--- config.mk ---
export PLATFORM = sky130hd
export DESIGN_NAME = bitmap_frame_allocator
export DESIGN_NICKNAME = d
export VERILOG_FILES = /design/src/hw/rtl/bfa_pkg.sv /design/src/hw/rtl/bfa_map_mem.sv /design/src/hw/rtl/bfa_word_unit.sv /design/src/hw/rtl/bfa_seq.sv /design/src/hw/rtl/bitmap_frame_allocator.sv
export SDC_FILE = /design/constraint.sdc
export NUM_CORES = 2
export LEC_CHECK = 0
export BUFFER_PORTS_ARGS = -buffer_cell sky130_fd_sc_hd__buf_2
export CORE_UTILIZATION = 40
export CTS_BUF_LIST = sky130_fd_sc_hd__clkbuf_4
export DETAILED_ROUTE_END_ITERATION = 7
export PLACE_DENSITY = 0.63
export SLEW_MARGIN = 30
export SYNTH_ARGS = -nofsm -noshare
export SYNTH_HDL_FRONTEND = slang
export SYNTH_SLANG_ARGS = --single-unit
--- constraint.sdc ---
create_clock -name clk -period 22.9 [get_ports clk]
set_input_delay 4.58 -clock clk [delete_from_list [all_inputs] [get_ports clk]]
set_output_delay 4.58 -clock clk [all_outputs]
set_load 0.1 [all_outputs]
--- src/hw/rtl/bfa_pkg.sv ---
// ----------------------------------------------------------------------------
// bfa_pkg
// shared types and codes of the bitmap frame allocator
// ----------------------------------------------------------------------------
package bfa_pkg;

    localparam int KIND_W   = 2;
    localparam int INDEX_W  = 12;
    localparam int COUNT_W  = 13;
    localparam int STATUS_W = 2;
    localparam int START_W  = 12;
    localparam int CFG_W    = 13;

    localparam logic [CFG_W-1:0] FRAMES_MANAGED_RST = 13'd4096;

    // request kinds
    localparam logic [KIND_W-1:0] KIND_ALLOC   = 2'd0;
    localparam logic [KIND_W-1:0] KIND_FREE    = 2'd1;
    localparam logic [KIND_W-1:0] KIND_RELEASE = 2'd2;
    localparam logic [KIND_W-1:0] KIND_RESERVE = 2'd3;

    // result codes
    localparam logic [STATUS_W-1:0] STATUS_OK       = 2'd0;
    localparam logic [STATUS_W-1:0] STATUS_NO_RUN   = 2'd1;
    localparam logic [STATUS_W-1:0] STATUS_NOT_USED = 2'd2;
    localparam logic [STATUS_W-1:0] STATUS_RANGE    = 2'd3;

    typedef enum logic [2:0] {
        ST_CLEAR,
        ST_IDLE,
        ST_SEARCH,
        ST_MARK,
        ST_RESULT
    } state_t;

    // per-word control of the word unit
    typedef struct packed {
        logic lim_word;
        logic first_word;
        logic last_word;
        logic set_bits;
    } unit_ctl_t;

    typedef struct packed {
        logic [STATUS_W-1:0] status;
        logic [START_W-1:0]  start;
    } res_t;

endpackage

--- src/hw/rtl/bfa_map_mem.sv ---
// ----------------------------------------------------------------------------
// bfa_map_mem
// used-bit map storage, one write and one registered read per cycle
// ----------------------------------------------------------------------------
module bfa_map_mem #(
    parameter int DEPTH = 64,
    parameter int WIDTH = 64,
    parameter int AW    = 6
) (
    input  logic             clk,
    input  logic             rd_en,
    input  logic [AW-1:0]    rd_addr,
    output logic [WIDTH-1:0] rd_data,
    input  logic             wr_en,
    input  logic [AW-1:0]    wr_addr,
    input  logic [WIDTH-1:0] wr_data
);

    logic [WIDTH-1:0] mem [DEPTH];

    always_ff @(posedge clk)
    begin
        if (wr_en)
        begin
            mem[wr_addr] <= wr_data;
        end
    end

    always_ff @(posedge clk)
    begin
        if (rd_en)
        begin
            rd_data <= mem[rd_addr];
        end
    end

endmodule

--- src/hw/rtl/bfa_word_unit.sv ---
// ----------------------------------------------------------------------------
// bfa_word_unit
// shared per-word unit: first-fit run search and range mask update
// ----------------------------------------------------------------------------
module bfa_word_unit #(
    parameter int MAX_FRAMES = 4096,
    parameter int WORD_BITS  = 64,
    localparam int LW  = $clog2(WORD_BITS),
    localparam int FW0 = $clog2(MAX_FRAMES + 1),
    localparam int FW  = (FW0 > 14) ? FW0 : 14
) (
    input  bfa_pkg::unit_ctl_t      ctl,
    input  logic [WORD_BITS-1:0]    map_word,
    input  logic [FW-1:0]           base,
    input  logic [FW-1:0]           carry_len,
    input  logic [FW-1:0]           carry_start,
    input  logic [FW-1:0]           cnt,
    input  logic [LW-1:0]           lim_bit,
    input  logic [LW-1:0]           lo_bit,
    input  logic [LW-1:0]           hi_bit,
    output logic                    found,
    output logic [FW-1:0]           found_start,
    output logic [FW-1:0]           next_carry_len,
    output logic [FW-1:0]           next_carry_start,
    output logic [WORD_BITS-1:0]    new_word,
    output logic                    hit
);

    localparam int KW  = $clog2(LW + 1);
    localparam logic [WORD_BITS-1:0] ONES = {WORD_BITS{1'b1}};

    logic [WORD_BITS-1:0] used_bits;
    logic [WORD_BITS-1:0] free_bits;
    logic                 all_free;
    logic [LW:0]          lead;
    logic [LW:0]          trail;
    logic [LW:0]          cnt_low;
    logic [KW-1:0]        lvl_sel;
    logic [LW:0]          lvl_off;
    logic [WORD_BITS-1:0] lvl [LW+1];
    logic [WORD_BITS-1:0] sel_lvl;
    logic [WORD_BITS-1:0] runs;
    logic [LW-1:0]        int_off;
    logic                 int_found;
    logic                 carry_done;
    logic [FW-1:0]        span_start;
    logic [WORD_BITS-1:0] lo_mask;
    logic [WORD_BITS-1:0] hi_mask;
    logic [WORD_BITS-1:0] mark_mask;

    // frames at or above the managed count count as used
    assign used_bits = map_word | (ctl.lim_word ? (ONES << lim_bit) : '0);
    assign free_bits = ~used_bits;
    assign all_free  = ~|used_bits;

    // free bits at the low end and at the high end of the word
    always_comb
    begin
        lead  = (LW+1)'(WORD_BITS);
        trail = (LW+1)'(WORD_BITS);
        for (int j = WORD_BITS - 1; j >= 0; j--)
        begin
            if (used_bits[j])
            begin
                lead = (LW+1)'(j);
            end
        end
        for (int j = 0; j < WORD_BITS; j++)
        begin
            if (used_bits[j])
            begin
                trail = (LW+1)'(WORD_BITS - 1 - j);
            end
        end
    end

    // run length split into a power of two and a remainder
    assign cnt_low = cnt[LW:0];

    always_comb
    begin
        lvl_sel = '0;
        for (int j = 0; j <= LW; j++)
        begin
            if (cnt_low[j])
            begin
                lvl_sel = KW'(j);
            end
        end
    end

    assign lvl_off = cnt_low & ~((LW+1)'(1) << lvl_sel);

    // lvl[k] bit j: frames j .. j + 2^k - 1 all free
    always_comb
    begin
        lvl[0] = free_bits;
        for (int k = 1; k <= LW; k++)
        begin
            lvl[k] = lvl[k-1] & (lvl[k-1] >> (1 << (k - 1)));
        end
    end

    assign sel_lvl   = lvl[lvl_sel];
    assign runs      = sel_lvl & (sel_lvl >> lvl_off);
    assign int_found = (cnt <= FW'(WORD_BITS)) && (|runs);

    always_comb
    begin
        int_off = '0;
        for (int j = WORD_BITS - 1; j >= 0; j--)
        begin
            if (runs[j])
            begin
                int_off = LW'(j);
            end
        end
    end

    // run carried in from lower words, completed by the low free bits
    assign span_start = (carry_len == '0) ? base : carry_start;
    assign carry_done = (carry_len + FW'(lead)) >= cnt;

    assign found       = carry_done | int_found;
    assign found_start = carry_done ? span_start : (base + FW'(int_off));

    assign next_carry_len   = all_free ? (carry_len + FW'(WORD_BITS)) : FW'(trail);
    assign next_carry_start = all_free ? span_start
                                       : (base + FW'(WORD_BITS) - FW'(trail));

    // range mask for set and clear
    assign lo_mask   = ctl.first_word ? (ONES << lo_bit) : ONES;
    assign hi_mask   = ctl.last_word ? (ONES >> (LW'(WORD_BITS - 1) - hi_bit)) : ONES;
    assign mark_mask = lo_mask & hi_mask;
    assign new_word  = ctl.set_bits ? (map_word | mark_mask) : (map_word & ~mark_mask);
    assign hit       = |(map_word & mark_mask);

endmodule

--- src/hw/rtl/bfa_seq.sv ---
// ----------------------------------------------------------------------------
// bfa_seq
// request sequencer: clearing pass, word-serial search and range marking
// ----------------------------------------------------------------------------
module bfa_seq #(
    parameter int MAX_FRAMES = 4096,
    parameter int WORD_BITS  = 64,
    localparam int LW        = $clog2(WORD_BITS),
    localparam int FW0       = $clog2(MAX_FRAMES + 1),
    localparam int FW        = (FW0 > 14) ? FW0 : 14,
    localparam int MAP_WORDS = MAX_FRAMES / WORD_BITS,
    localparam int AW        = (MAP_WORDS > 1) ? $clog2(MAP_WORDS) : 1
) (
    input  logic                           clk,
    input  logic                           rst_n,
    input  logic                           req_valid,
    output logic                           req_ready,
    input  logic [bfa_pkg::KIND_W-1:0]     req_kind,
    input  logic [bfa_pkg::INDEX_W-1:0]    req_index,
    input  logic [bfa_pkg::COUNT_W-1:0]    req_count,
    input  logic                           cfg_we,
    input  logic [bfa_pkg::CFG_W-1:0]      cfg_wdata,
    output logic                           res_valid,
    input  logic                           res_ready,
    output bfa_pkg::res_t                  res,
    output logic                           mem_rd_en,
    output logic [AW-1:0]                  mem_rd_addr,
    input  logic [WORD_BITS-1:0]           mem_rd_data,
    output logic                           mem_wr_en,
    output logic [AW-1:0]                  mem_wr_addr,
    output logic [WORD_BITS-1:0]           mem_wr_data
);

    bfa_pkg::state_t state_reg, state_next;

    logic [AW-1:0]                  clr_addr_reg, clr_addr_next;
    logic [bfa_pkg::CFG_W-1:0]      fm_reg;
    logic [FW-1:0]                  lim_reg, lim_next;
    logic [FW-1:0]                  cnt_reg, cnt_next;
    logic [FW-1:0]                  rng_start_reg, rng_start_next;
    logic [FW-1:0]                  rng_last_reg, rng_last_next;
    logic                           set_reg, set_next;
    logic                           check_reg, check_next;
    logic [FW-1:0]                  rd_word_reg, rd_word_next;
    logic [FW-1:0]                  proc_word_reg, proc_word_next;
    logic                           pend_reg, pend_next;
    logic [FW-1:0]                  end_word_reg, end_word_next;
    logic [FW-1:0]                  carry_len_reg, carry_len_next;
    logic [FW-1:0]                  carry_start_reg, carry_start_next;
    logic [bfa_pkg::STATUS_W-1:0]   status_reg, status_next;
    logic [FW-1:0]                  start_reg, start_next;

    logic [FW-1:0]                  fm_ext;
    logic [FW-1:0]                  lim_now;
    logic [FW-1:0]                  idx_ext;
    logic [FW-1:0]                  cnt_ext;
    logic [FW-1:0]                  rng_sum;
    logic                           accept;
    logic                           alloc_bad;
    logic                           free_bad;
    logic                           range_bad;
    logic                           range_empty;
    logic                           at_end;
    logic                           issue;

    bfa_pkg::unit_ctl_t             u_ctl;
    logic [FW-1:0]                  u_base;
    logic                           u_found;
    logic [FW-1:0]                  u_start;
    logic [FW-1:0]                  u_carry_len;
    logic [FW-1:0]                  u_carry_start;
    logic [WORD_BITS-1:0]           u_word;
    logic                           u_hit;
    logic [FW-1:0]                  found_last;

    assign fm_ext  = FW'(fm_reg);
    assign lim_now = (fm_ext > FW'(MAX_FRAMES)) ? FW'(MAX_FRAMES) : fm_ext;
    assign idx_ext = FW'(req_index);
    assign cnt_ext = FW'(req_count);
    assign rng_sum = idx_ext + cnt_ext;

    assign req_ready   = (state_reg == bfa_pkg::ST_IDLE);
    assign accept      = req_ready && req_valid;
    assign alloc_bad   = (cnt_ext == '0) || (cnt_ext > lim_now);
    assign free_bad    = (idx_ext >= lim_now);
    assign range_bad   = (rng_sum > lim_now);
    assign range_empty = (cnt_ext == '0);
    assign at_end      = (proc_word_reg == end_word_reg);
    assign issue       = (rd_word_reg <= end_word_reg);

    // shared word unit
    assign u_base           = proc_word_reg << LW;
    assign u_ctl.lim_word   = (proc_word_reg == (lim_reg >> LW));
    assign u_ctl.first_word = (proc_word_reg == (rng_start_reg >> LW));
    assign u_ctl.last_word  = at_end;
    assign u_ctl.set_bits   = set_reg;

    bfa_word_unit #(
        .MAX_FRAMES (MAX_FRAMES),
        .WORD_BITS  (WORD_BITS)
    ) u_unit (
        .ctl              (u_ctl),
        .map_word         (mem_rd_data),
        .base             (u_base),
        .carry_len        (carry_len_reg),
        .carry_start      (carry_start_reg),
        .cnt              (cnt_reg),
        .lim_bit          (lim_reg[LW-1:0]),
        .lo_bit           (rng_start_reg[LW-1:0]),
        .hi_bit           (rng_last_reg[LW-1:0]),
        .found            (u_found),
        .found_start      (u_start),
        .next_carry_len   (u_carry_len),
        .next_carry_start (u_carry_start),
        .new_word         (u_word),
        .hit              (u_hit)
    );

    assign found_last = u_start + cnt_reg - FW'(1);

    // next state
    always_comb
    begin
        state_next = state_reg;
        case (state_reg)
            bfa_pkg::ST_CLEAR:
            begin
                if (clr_addr_reg == AW'(MAP_WORDS - 1))
                begin
                    state_next = bfa_pkg::ST_IDLE;
                end
            end
            bfa_pkg::ST_IDLE:
            begin
                if (accept)
                begin
                    case (req_kind)
                        bfa_pkg::KIND_ALLOC:
                        begin
                            state_next = alloc_bad ? bfa_pkg::ST_RESULT : bfa_pkg::ST_SEARCH;
                        end
                        bfa_pkg::KIND_FREE:
                        begin
                            state_next = free_bad ? bfa_pkg::ST_RESULT : bfa_pkg::ST_MARK;
                        end
                        default:
                        begin
                            state_next = (range_bad || range_empty) ? bfa_pkg::ST_RESULT
                                                                    : bfa_pkg::ST_MARK;
                        end
                    endcase
                end
            end
            bfa_pkg::ST_SEARCH:
            begin
                if (pend_reg && u_found)
                begin
                    state_next = bfa_pkg::ST_MARK;
                end
                else if (pend_reg && at_end)
                begin
                    state_next = bfa_pkg::ST_RESULT;
                end
            end
            bfa_pkg::ST_MARK:
            begin
                if (pend_reg && ((check_reg && !u_hit) || at_end))
                begin
                    state_next = bfa_pkg::ST_RESULT;
                end
            end
            bfa_pkg::ST_RESULT:
            begin
                if (res_ready)
                begin
                    state_next = bfa_pkg::ST_IDLE;
                end
            end
            default:
            begin
                state_next = bfa_pkg::ST_IDLE;
            end
        endcase
    end

    // datapath and outputs
    always_comb
    begin
        clr_addr_next    = clr_addr_reg;
        lim_next         = lim_reg;
        cnt_next         = cnt_reg;
        rng_start_next   = rng_start_reg;
        rng_last_next    = rng_last_reg;
        set_next         = set_reg;
        check_next       = check_reg;
        rd_word_next     = rd_word_reg;
        proc_word_next   = proc_word_reg;
        pend_next        = pend_reg;
        end_word_next    = end_word_reg;
        carry_len_next   = carry_len_reg;
        carry_start_next = carry_start_reg;
        status_next      = status_reg;
        start_next       = start_reg;
        mem_rd_en        = 1'b0;
        mem_rd_addr      = rd_word_reg[AW-1:0];
        mem_wr_en        = 1'b0;
        mem_wr_addr      = proc_word_reg[AW-1:0];
        mem_wr_data      = u_word;
        res_valid        = 1'b0;

        case (state_reg)
            bfa_pkg::ST_CLEAR:
            begin
                mem_wr_en     = 1'b1;
                mem_wr_addr   = clr_addr_reg;
                mem_wr_data   = '1;
                clr_addr_next = clr_addr_reg + AW'(1);
            end
            bfa_pkg::ST_IDLE:
            begin
                if (accept)
                begin
                    lim_next         = lim_now;
                    cnt_next         = cnt_ext;
                    pend_next        = 1'b0;
                    carry_len_next   = '0;
                    carry_start_next = '0;
                    status_next      = bfa_pkg::STATUS_OK;
                    start_next       = '0;
                    case (req_kind)
                        bfa_pkg::KIND_ALLOC:
                        begin
                            if (alloc_bad)
                            begin
                                status_next = bfa_pkg::STATUS_NO_RUN;
                            end
                            rd_word_next  = '0;
                            end_word_next = (lim_now - FW'(1)) >> LW;
                        end
                        bfa_pkg::KIND_FREE:
                        begin
                            if (free_bad)
                            begin
                                status_next = bfa_pkg::STATUS_RANGE;
                            end
                            rng_start_next = idx_ext;
                            rng_last_next  = idx_ext;
                            set_next       = 1'b0;
                            check_next     = 1'b1;
                            rd_word_next   = idx_ext >> LW;
                            end_word_next  = idx_ext >> LW;
                        end
                        default:
                        begin
                            if (range_bad)
                            begin
                                status_next = bfa_pkg::STATUS_RANGE;
                            end
                            rng_start_next = idx_ext;
                            rng_last_next  = rng_sum - FW'(1);
                            set_next       = (req_kind == bfa_pkg::KIND_RESERVE);
                            check_next     = 1'b0;
                            rd_word_next   = idx_ext >> LW;
                            end_word_next  = (rng_sum - FW'(1)) >> LW;
                        end
                    endcase
                end
            end
            bfa_pkg::ST_SEARCH:
            begin
                mem_rd_en      = issue;
                pend_next      = issue;
                proc_word_next = rd_word_reg;
                if (issue)
                begin
                    rd_word_next = rd_word_reg + FW'(1);
                end
                if (pend_reg)
                begin
                    if (u_found)
                    begin
                        // run found: mark it used
                        start_next     = u_start;
                        rng_start_next = u_start;
                        rng_last_next  = found_last;
                        set_next       = 1'b1;
                        check_next     = 1'b0;
                        rd_word_next   = u_start >> LW;
                        end_word_next  = found_last >> LW;
                        pend_next      = 1'b0;
                    end
                    else
                    begin
                        carry_len_next   = u_carry_len;
                        carry_start_next = u_carry_start;
                        if (at_end)
                        begin
                            status_next = bfa_pkg::STATUS_NO_RUN;
                        end
                    end
                end
            end
            bfa_pkg::ST_MARK:
            begin
                mem_rd_en      = issue;
                pend_next      = issue;
                proc_word_next = rd_word_reg;
                if (issue)
                begin
                    rd_word_next = rd_word_reg + FW'(1);
                end
                if (pend_reg)
                begin
                    if (check_reg && !u_hit)
                    begin
                        status_next = bfa_pkg::STATUS_NOT_USED;
                    end
                    else
                    begin
                        mem_wr_en = 1'b1;
                    end
                end
            end
            bfa_pkg::ST_RESULT:
            begin
                res_valid = 1'b1;
            end
            default:
            begin
                res_valid = 1'b0;
            end
        endcase
    end

    assign res.status = status_reg;
    assign res.start  = start_reg[bfa_pkg::START_W-1:0];

    always_ff @(posedge clk or negedge rst_n)
    begin
        if (!rst_n)
        begin
            state_reg    <= bfa_pkg::ST_CLEAR;
            clr_addr_reg <= '0;
            pend_reg     <= 1'b0;
            fm_reg       <= bfa_pkg::FRAMES_MANAGED_RST;
        end
        else
        begin
            state_reg    <= state_next;
            clr_addr_reg <= clr_addr_next;
            pend_reg     <= pend_next;
            if (cfg_we)
            begin
                fm_reg <= cfg_wdata;
            end
        end
    end

    always_ff @(posedge clk)
    begin
        lim_reg         <= lim_next;
        cnt_reg         <= cnt_next;
        rng_start_reg   <= rng_start_next;
        rng_last_reg    <= rng_last_next;
        set_reg         <= set_next;
        check_reg       <= check_next;
        rd_word_reg     <= rd_word_next;
        proc_word_reg   <= proc_word_next;
        end_word_reg    <= end_word_next;
        carry_len_reg   <= carry_len_next;
        carry_start_reg <= carry_start_next;
        status_reg      <= status_next;
        start_reg       <= start_next;
    end

endmodule

--- src/hw/rtl/bitmap_frame_allocator.sv ---
// ----------------------------------------------------------------------------
// bitmap_frame_allocator
// first-fit page frame allocator over a used-bit map, one map word per cycle
// ----------------------------------------------------------------------------
// latency, accept to result valid, follows the steps: allocate scans map words
//   up to the fitting run, then marks the words the run covers; free handles one
//   word, release and reserve the words covered, a rejected or empty request none
// throughput: one request at a time, the next taken in the cycle after the result
//   is handed on
// reset: frames_managed 4096, every frame marked used by a clearing pass
// ----------------------------------------------------------------------------
module bitmap_frame_allocator #(
    parameter int MAX_FRAMES = 4096,
    parameter int WORD_BITS  = 64
) (
    input  logic        clk,
    input  logic        rst_n,
    // request: tdata = frame_index[11:0], length[24:12], zero pad
    input  logic        s_axis_tvalid,
    output logic        s_axis_tready,
    input  logic [31:0] s_axis_tdata,
    // request: tuser = kind[1:0]
    input  logic [1:0]  s_axis_tuser,
    // result: tdata = status[1:0], start_frame[13:2], zero pad
    output logic        m_axis_tvalid,
    input  logic        m_axis_tready,
    output logic [15:0] m_axis_tdata,
    // frames_managed register write
    input  logic        cfg_we,
    input  logic [12:0] cfg_wdata
);

    localparam int MAP_WORDS = MAX_FRAMES / WORD_BITS;
    localparam int AW        = (MAP_WORDS > 1) ? $clog2(MAP_WORDS) : 1;

    logic                   mem_rd_en;
    logic [AW-1:0]          mem_rd_addr;
    logic [WORD_BITS-1:0]   mem_rd_data;
    logic                   mem_wr_en;
    logic [AW-1:0]          mem_wr_addr;
    logic [WORD_BITS-1:0]   mem_wr_data;

    logic                   res_valid;
    logic                   res_ready;
    bfa_pkg::res_t          res;

    // output register parts the result from the sequencer
    logic                   out_valid_reg, out_valid_next;
    bfa_pkg::res_t          out_res_reg, out_res_next;

    // used-bit map, bit set = frame in use
    bfa_map_mem #(
        .DEPTH (MAP_WORDS),
        .WIDTH (WORD_BITS),
        .AW    (AW)
    ) u_map (
        .clk     (clk),
        .rd_en   (mem_rd_en),
        .rd_addr (mem_rd_addr),
        .rd_data (mem_rd_data),
        .wr_en   (mem_wr_en),
        .wr_addr (mem_wr_addr),
        .wr_data (mem_wr_data)
    );

    // sequencer with the shared word unit
    bfa_seq #(
        .MAX_FRAMES (MAX_FRAMES),
        .WORD_BITS  (WORD_BITS)
    ) u_seq (
        .clk         (clk),
        .rst_n       (rst_n),
        .req_valid   (s_axis_tvalid),
        .req_ready   (s_axis_tready),
        .req_kind    (s_axis_tuser),
        .req_index   (s_axis_tdata[11:0]),
        .req_count   (s_axis_tdata[24:12]),
        .cfg_we      (cfg_we),
        .cfg_wdata   (cfg_wdata),
        .res_valid   (res_valid),
        .res_ready   (res_ready),
        .res         (res),
        .mem_rd_en   (mem_rd_en),
        .mem_rd_addr (mem_rd_addr),
        .mem_rd_data (mem_rd_data),
        .mem_wr_en   (mem_wr_en),
        .mem_wr_addr (mem_wr_addr),
        .mem_wr_data (mem_wr_data)
    );

    // slot free when empty or being drained this cycle
    assign res_ready = !out_valid_reg || m_axis_tready;

    always_comb
    begin
        out_valid_next = out_valid_reg;
        out_res_next   = out_res_reg;
        if (res_valid && res_ready)
        begin
            out_valid_next = 1'b1;
            out_res_next   = res;
        end
        else if (m_axis_tready)
        begin
            out_valid_next = 1'b0;
        end
    end

    always_ff @(posedge clk or negedge rst_n)
    begin
        if (!rst_n)
        begin
            out_valid_reg <= 1'b0;
        end
        else
        begin
            out_valid_reg <= out_valid_next;
        end
    end

    always_ff @(posedge clk)
    begin
        out_res_reg <= out_res_next;
    end

    assign m_axis_tvalid = out_valid_reg;
    assign m_axis_tdata  = {2'b00, out_res_reg.start, out_res_reg.status};

endmodule

# After elaboration in Yosys (flattened, before gate mapping)
# Memories as Yosys holds them, arrays and structs flattened. A register that Yosys moved wholly into a read port is not among the register bits.
# Cells that the tools add are included.
# op_classes
add_sub_neg	13
n_lt_le_gt_ge	8
eq_ne	22
n_shift	5
n_mux	286
bitwise_logic	18
n_reduce_logical	31
# op_table
op	count
7-bit 2-to-1 mux	128
64-bit 2-to-1 mux	7
6-bit 2-to-1 mux	69
14-bit 2-to-1 mux	20
64-bit bitwise AND	4
64-bit binary-select mux with 3-bit select	1
64-bit OR reduction	3
64-bit NOT	2
64-bit OR	2
64-bit by 6-bit left shift with 64-bit output, first input constant	2
14-bit one-hot mux with 2 select lines	4
64-bit by 32-bit bitwise AND with 64-bit output	1
64-bit by 48-bit bitwise AND with 64-bit output	1
64-bit by 56-bit bitwise AND with 64-bit output	1
64-bit by 60-bit bitwise AND with 64-bit output	1
64-bit by 62-bit bitwise AND with 64-bit output	1
64-bit by 63-bit bitwise AND with 64-bit output	1
64-bit by 6-bit >> shifter with 64-bit output, first input constant	1
64-bit by 7-bit >> shifter with 64-bit output	1
3-bit 2-to-1 mux	14
14-bit one-hot mux with 3 select lines	1
14-bit by 1-bit subtractor with 14-bit output, second input constant	3
14-bit by 7-bit adder with 14-bit output, second input constant	2
14-bit by 8-bit == test with 1-bit output	2
56 further kinds	111
# word_totals
ff_bits	171
ram_bits	4096
inputBits	52
out_inout_bits	18
n_memories	1
# memory_table
memory	depth	word_bits	rd	rd_ports_with_merged_regs	write_ports	line_no	source
u_map.mem	64	64	1	1	1	bfa_map_mem.sv:19	logic [WIDTH-1:0] mem [DEPTH];

# Depth between registers and ports, before layout
# depth
word_depth	86
ltp_mapped	59
depth_no_buf	55

# Cells and area by module
# A second synthesis with hierarchy kept.
# unflattened
hier_cells	10093
hier_area_um2	183638.6
# by_module_without_submodules
mod	instances	cells_each	area_per_inst_um2	seq_area_each_um2
bfa_map_mem	1	6613	157038.1	124919.8
bfa_word_unit	1	2497	16258.1	0.0
bfa_seq	1	962	9849.4	4360.4
bitmap_frame_allocator	1	21	493.0	445.4

# Least setup slack after synthesis
# Ideal clock, no wire load.
# synth_path
path_kind	register to register
start	reg u_seq.proc_word_reg[9]
end	reg u_seq.end_word_reg[7] (data pin)
setup_ps	270
t_arrival_ps	10219
setup_slack_ps	12411
path_stages_with_launch	58
period_less_slack_ps	10489
cell_sequence	edfxtp_1 or4_4 nor4_2 clkbuf_1 buf_2 a31oi_1 o31ai_1 a211o_1 a211oi_1 o31ai_1 a21oi_1 o31ai_1 a211o_1 a21oi_1 o31a_1 o211ai_1 a21o_1 nand4_1 [... 22 more ...] ha_1 inv_1 fa_1 nor2b_1 o21ai_0 nand2_1 and2_1 o21ai_0 nand2b_1 a21o_1 a21o_1 a21o_1 a21o_1 a21o_1 a21oi_1 xor2_1 xnor2_1 a21oi_1
# synth_between
elab_chain_cells	86
elab_cells_between_ends	152
# synth_rtl
item	line_no	source
start: declaration	bfa_seq.sv:45	logic [FW-1:0] proc_word_reg, proc_word_next;
start signal: assignment	bfa_seq.sv:368	proc_word_reg <= proc_word_next;
14-bit by 8-bit == test with 1-bit output (*)	bfa_seq.sv:93	assign u_ctl.lim_word = (proc_word_reg == (lim_reg >> LW));
64-bit 2-to-1 mux (*)	bfa_word_unit.sv:52	assign used_bits = map_word | (ctl.lim_word ? (ONES << lim_bit) : '0);
64-bit OR (*)	bfa_word_unit.sv:52	
64-bit NOT	bfa_word_unit.sv:53	assign free_bits = ~used_bits;
64-bit by 63-bit bitwise AND with 64-bit output	bfa_word_unit.sv:100	lvl[k] = lvl[k-1] & (lvl[k-1] >> (1 << (k - 1)));
64-bit by 62-bit bitwise AND with 64-bit output	bfa_word_unit.sv:100	
64-bit by 60-bit bitwise AND with 64-bit output	bfa_word_unit.sv:100	
64-bit by 56-bit bitwise AND with 64-bit output	bfa_word_unit.sv:100	
[... 71 more ...]	-	
14-bit by 6-bit adder with 14-bit output	bfa_word_unit.sv:125	assign found_start = carry_done ? span_start : (base + FW'(int_off));
14-bit 2-to-1 mux (*)	bfa_word_unit.sv:125	
14-bit by 13-bit adder with 14-bit output (*)	bfa_seq.sv:119	assign found_last = u_start + cnt_reg - FW'(1);
14-bit by 1-bit subtractor with 14-bit output (*)	bfa_seq.sv:119	
14-bit 2-to-1 mux (*)	bfa_seq.sv:280	if (u_found)
14-bit 2-to-1 mux (*)	bfa_seq.sv:278	if (pend_reg)
14-bit one-hot mux with 2 select lines (*)	bfa_seq.sv:211	case (state_reg)
via u_seq.end_word_next[7]	bfa_seq.sv:47	logic [FW-1:0] end_word_reg, end_word_next;
end signal: assignment	bfa_seq.sv:369	end_word_reg <= end_word_next;
end: declaration	bfa_seq.sv:47	
# Mark *: on every way through the listed nets, which the timed path passes. The rest lies on a longest branch. The select of a mux whose other input is x is not followed.
# A chain may end at the register's enable or synchronous reset.

# Worst setup path after layout
# layout_path
start	reg u_seq.proc_word_reg[5]
end	reg u_seq.end_word_reg[7] (data pin)
# layout_between
elab_chain_cells	86
elab_cells_between_ends	153
# layout_rtl
item	line_no
14-bit by 8-bit == test with 1-bit output	bfa_seq.sv:93
64-bit 2-to-1 mux	bfa_word_unit.sv:52
64-bit OR	bfa_word_unit.sv:52
64-bit NOT	bfa_word_unit.sv:53
64-bit by 63-bit bitwise AND with 64-bit output	bfa_word_unit.sv:100
64-bit by 62-bit bitwise AND with 64-bit output	bfa_word_unit.sv:100
64-bit by 60-bit bitwise AND with 64-bit output	bfa_word_unit.sv:100
64-bit by 56-bit bitwise AND with 64-bit output	bfa_word_unit.sv:100
[... 71 more ...]	-
14-bit by 6-bit adder with 14-bit output	bfa_word_unit.sv:125
14-bit 2-to-1 mux (*)	bfa_word_unit.sv:125
14-bit by 13-bit adder with 14-bit output (*)	bfa_seq.sv:119
14-bit by 1-bit subtractor with 14-bit output (*)	bfa_seq.sv:119
14-bit 2-to-1 mux (*)	bfa_seq.sv:280
14-bit 2-to-1 mux (*)	bfa_seq.sv:278
14-bit one-hot mux with 2 select lines (*)	bfa_seq.sv:211
via u_seq.end_word_next[7]	bfa_seq.sv:47
# Marks and branches as above.

==> flow_results.org <==
** Placed design
- Final HPWL from detailed placement :: 356 mm
- Routability-driven placement congestion ratio :: approximately 1
- Buffers placed on the I/O ports in this run total 60.
- Worst setup slack after placement :: 10.03 ns
- Standard cell area after detailed placement :: slightly below 200,000 um^2

** Cells and area
- The finished cells cover about 210,000 um^2.
- Number of flip-flops under the largest register name :: roughly 4.1k
- u_map.mem holds more flip-flops than any other register.
- In the final design database the tool counted 10.8k nets.
- Layout area overhead :: 12.8%
- Layout cells sized above 1 :: between 30% and 40%
- In the final layout, the registers with the most flip-flops are u_map.mem (4096), u_map.rd_data (64).

** Critical path
- Of all nets on the critical path, the largest fanout is 22.
- The critical path in this run is classified as reg -> reg.
- Cell with the largest stage delay on the worst path :: nor4_2
- Cell occurring most often along the worst timing path :: a21o_1
- STA puts the critical path data required time at between 20 and 25 ns.
- In this design, the stage delay of the slowest critical-path cell is roughly 0.9 ns.
- STA classifies the critical path endpoint as a flop.
- Grouping stages by cell kind, the critical path spends the most delay in compound AO/OA/AOI/OAI gates.
- Number of buffers and inverters on the critical path :: 3
- Startpoint kind of the worst setup timing path :: flop
- Arrival time of the worst setup path :: around 15 ns

** Floorplanning
- The floorplan step set the die height to 679 um.
- Std-Cell Rows :: ~250
- The initial utilization of the core area, before any placement, comes to 40.2%.
- Count of boundary I/O pins :: 70
- The region available for standard cell placement spans 456,000 um^2.
- Die extent in x :: 679 um
- The floorplan step defined a die boundary enclosing between 400,000 and 500,000 um^2.

** Yosys
- The synthesized design contains between 4k and 5k enable-type register cells.
- Synthesized flop and latch total :: approximately 4.3k
- Counting every instance in the synthesized netlist gives 9,569.
- Summing the areas of all fa, ha and maj instances in the mapped netlist gives less than 1% of the synthesized area.
- Each instance of the synthesized netlist takes up on average ~19 um^2.
- Post-synth design cell area :: around 180,000 um^2
- Simple-Gate Fraction of Synth Area :: 4.18%
- Summing the sequential cell areas from Yosys gives 70.8% of the chip area.
- Post-synth top area share :: a little over two thirds
- The biggest area contributor in the post-synthesis netlist is edfxtp_1.
- For this run, asynchronously set or reset flops after synthesis account for 0.555%.
- Among all flip-flop cells after synthesis, the most frequent one is edfxtp_1.
- The synthesized netlist devotes less than 1% of its cell area to XOR and XNOR gates.
- Yosys mapped the design onto 130 distinct sky130hd cell types.
- Leading cell types by total area after synthesis :: edfxtp_1, mux4_2, nor2_1
- The synthesized netlist devotes roughly 5% of its cell area to compound gates.
- Yosys warning total :: 0
- Of the post-synthesis cell area, the part taken by muxes is ~17%.
- Main combinational cell family by area after synthesis :: multiplexers

** STA
- Worst slew margin relative to its limit :: 7.50%
- Final period util :: ~57%
- Setup slack closes at approximately 10 ns.
- Hold Violations, Final :: 0
- For the final database, setup skew stands at 0.195 ns.
- For the pin with the worst max-slew slack, the measured transition is around 1.4 ns.
- Setup violations remaining at the end of the flow were counted as 0.
- Adding up every negative setup slack in the final design gives 0 ns.
- The number of pins with negative max-slew slack in the final report came to 0.
- Static timing analysis puts the maximum clock frequency at 76.6 MHz.
- Setup repair after global routing missed its margin :: no
- Worst hold margin :: 0.427 ns
- Min Tclk post-route :: approximately 13 ns

** Clock tree
- The tree is rooted in a clkbuf_4.
- The tree built by TritonCTS fans out to roughly 4.3k sinks.
- After clock tree synthesis, the clock-pin slew on the worst setup and hold paths is 0.06 ns.
- CTS buffer count :: approximately 1.2k
- After clock tree synthesis, the setup repair step added 0 buffers.
- The H-tree was split into 7 levels.
- Post-CTS repair changed the size of 0 cells.
- TritonCTS clock tree :: done
- Skew-Pair Late Insertion Delay :: 1.75 ns
- Clock Path Buffers :: 5
- Hold repair after CTS inserted 0 buffers.

** Routing
- WL final :: roughly 600 mm
- The routed layout has between 100k and 150k vias.
- After detailed routing, the average wire length per cell comes to 34.9 um.
- Post-route DRC :: 0
- Mean number of vias per cell :: about 6.3
- Once detail routing completed, the nets flagged for antenna violations numbered 0.
- In this run, the number of DRC markers left after iteration 0 of detailed routing was approximately 15k.
- The first detailed-routing pass ran for 8 iterations.

** GRT
- Wire length of the first global-routing pass :: 835 mm
- Overflow left after global routing :: 0
- Global routing consumed, over all layers together, 26.0% of the routing resources.
- The initial antenna violation count is 20.
- Entering global routing, the biggest net connects between 100 and 150 pins.
- Vias in the first global route :: between 100k and 150k

** Status
- Outcome :: finished, final reports clean

** Power and ir drop
- Power spread over the standard cell area amounts to between 70 and 80 nW/um^2.
- Post-layout total power :: around 15,000 uW
- The worst-case IR drop observed on VDD is 0.0000536 V.
- Leakage power :: about 0.056 uW

** Worst hold path
- In this run the worst hold path is classified as reg -> reg.

** Run
- Max-cap violation count :: 0
==> area by class of cell <==
| class | count | area (um^2) |
|---|---|---|
| inverter | 124 | 465 |
| timing repair buffer | 414 | 3620 |
| multi-input combinational | 4558 | 51900 |
| tap | 6000 | 7510 |
| fill | 38918 | 249000 |
| clock buffer | 1614 | 12100 |
| antenna | 19 | 47.5 |
| sequential | 4324 | 130000 |
| clock inverter | 247 | 1330 |
==> through the flow <==
step | cells | util (%)
after floorplan | 9570 | -
after detailed placement | 15415 | 42.3
after global routing | 17290 | 45.3
after CTS | 17276 | 45.2
final | 17300 | 45.3
after global placement | 15399 | 42.2
==> per-layer routing <==
layer  share of wire [%]  vias up  global-route usage [%]
met5              0.0056        -                       0
met4                 3.9        6                    11.2
met3                 9.4     1081                    6.01
met2                  48     6697                    41.0
met1                  39    57537                    34.6
li1                    -    43093                       -
==> final timing paths <==
| path | depth (start not counted) | end | from | slack [ns] |
|---|---|---|---|---|
| max in group asynchronous | 1 | u_seq.fm_reg[2] | rst_n | 19.41 |
| setup reg to reg | 52 | u_seq.end_word_reg[7] | u_seq.proc_word_reg[5] | 9.84 |
| hold reg to reg | 0 | m_axis_tdata[4] | u_seq.start_reg[2] | 0.43 |
| min in group asynchronous | 1 | u_seq.pend_reg | rst_n | 2.93 |
| hold / removal | 0 | m_axis_tdata[4] | u_seq.start_reg[2] | 0.43 |
| setup / recovery | 52 | u_seq.end_word_reg[7] | u_seq.proc_word_reg[5] | 9.84 |
==> cell families (layout without fill, tap and decap cells) <==
kind of cell / Yosys count / in the layout
buffers and inverters: 688 / 2399
other: 1 / 21
adders and majority gates: 121 / 121
AOI/OAI and AO/OA: 1332 / 1332
xor gates and xnor gates: 103 / 103
and+or+nand+nor: 1557 / 1557
DFF: 4324 / 4324
muxes: 1443 / 1443
==> cells in the mapped netlist, types with 23 or more instances <==
cell      number
mux2i_1       79
xnor2_1       55
clkbuf_1     400
xor2_1        48
and3_1        41
o31ai_1       36
and2_1        24
o21ai_1       25
o21a_1        30
or3_1         40
buf_2         25
nand4_1       60
mux4_2      1347
edfxtp_1    4300
a22oi_1       28
a21o_1        59
dfrtp_1       23
or2_2         37
a21oi_1      292
nor2b_1       28
ha_1         117
nor3_1       129
o22ai_1       44
nand3_1      136
nor4_1        69
nand2b_1      36
o211ai_1      76
nor2_1       436
inv_1        120
a41oi_1       26
buf_1        124
a211oi_1      75
a31oi_1       66
o21ai_0      205
nand2_1      415
a221oi_1      32
==> layout by cell type (no fill, tap or decap), types with 60 or more instances in the layout <==
master and n:
edfxtp_1 4300, clkbuf_4 1614, mux4_2 1347, nand2_1 375
nor2_1 367, buf_4 303, a21oi_1 290, o21ai_0 201
clkinv_1 179, nand3_1 135, nor3_1 125, inv_1 120
ha_1 117, o211ai_1 76, a211oi_1 74, mux2i_1 70
a31oi_1 65, nor2_4 64, nor4_1 62, buf_2 61
nand4_1 60
==> report_power, final <==
part,switching (uW),internal [uW]
combinational,65.0,37.7
clock,3040,3370
sequential,3.65,8570
Power figures use the tool's default switching activity.
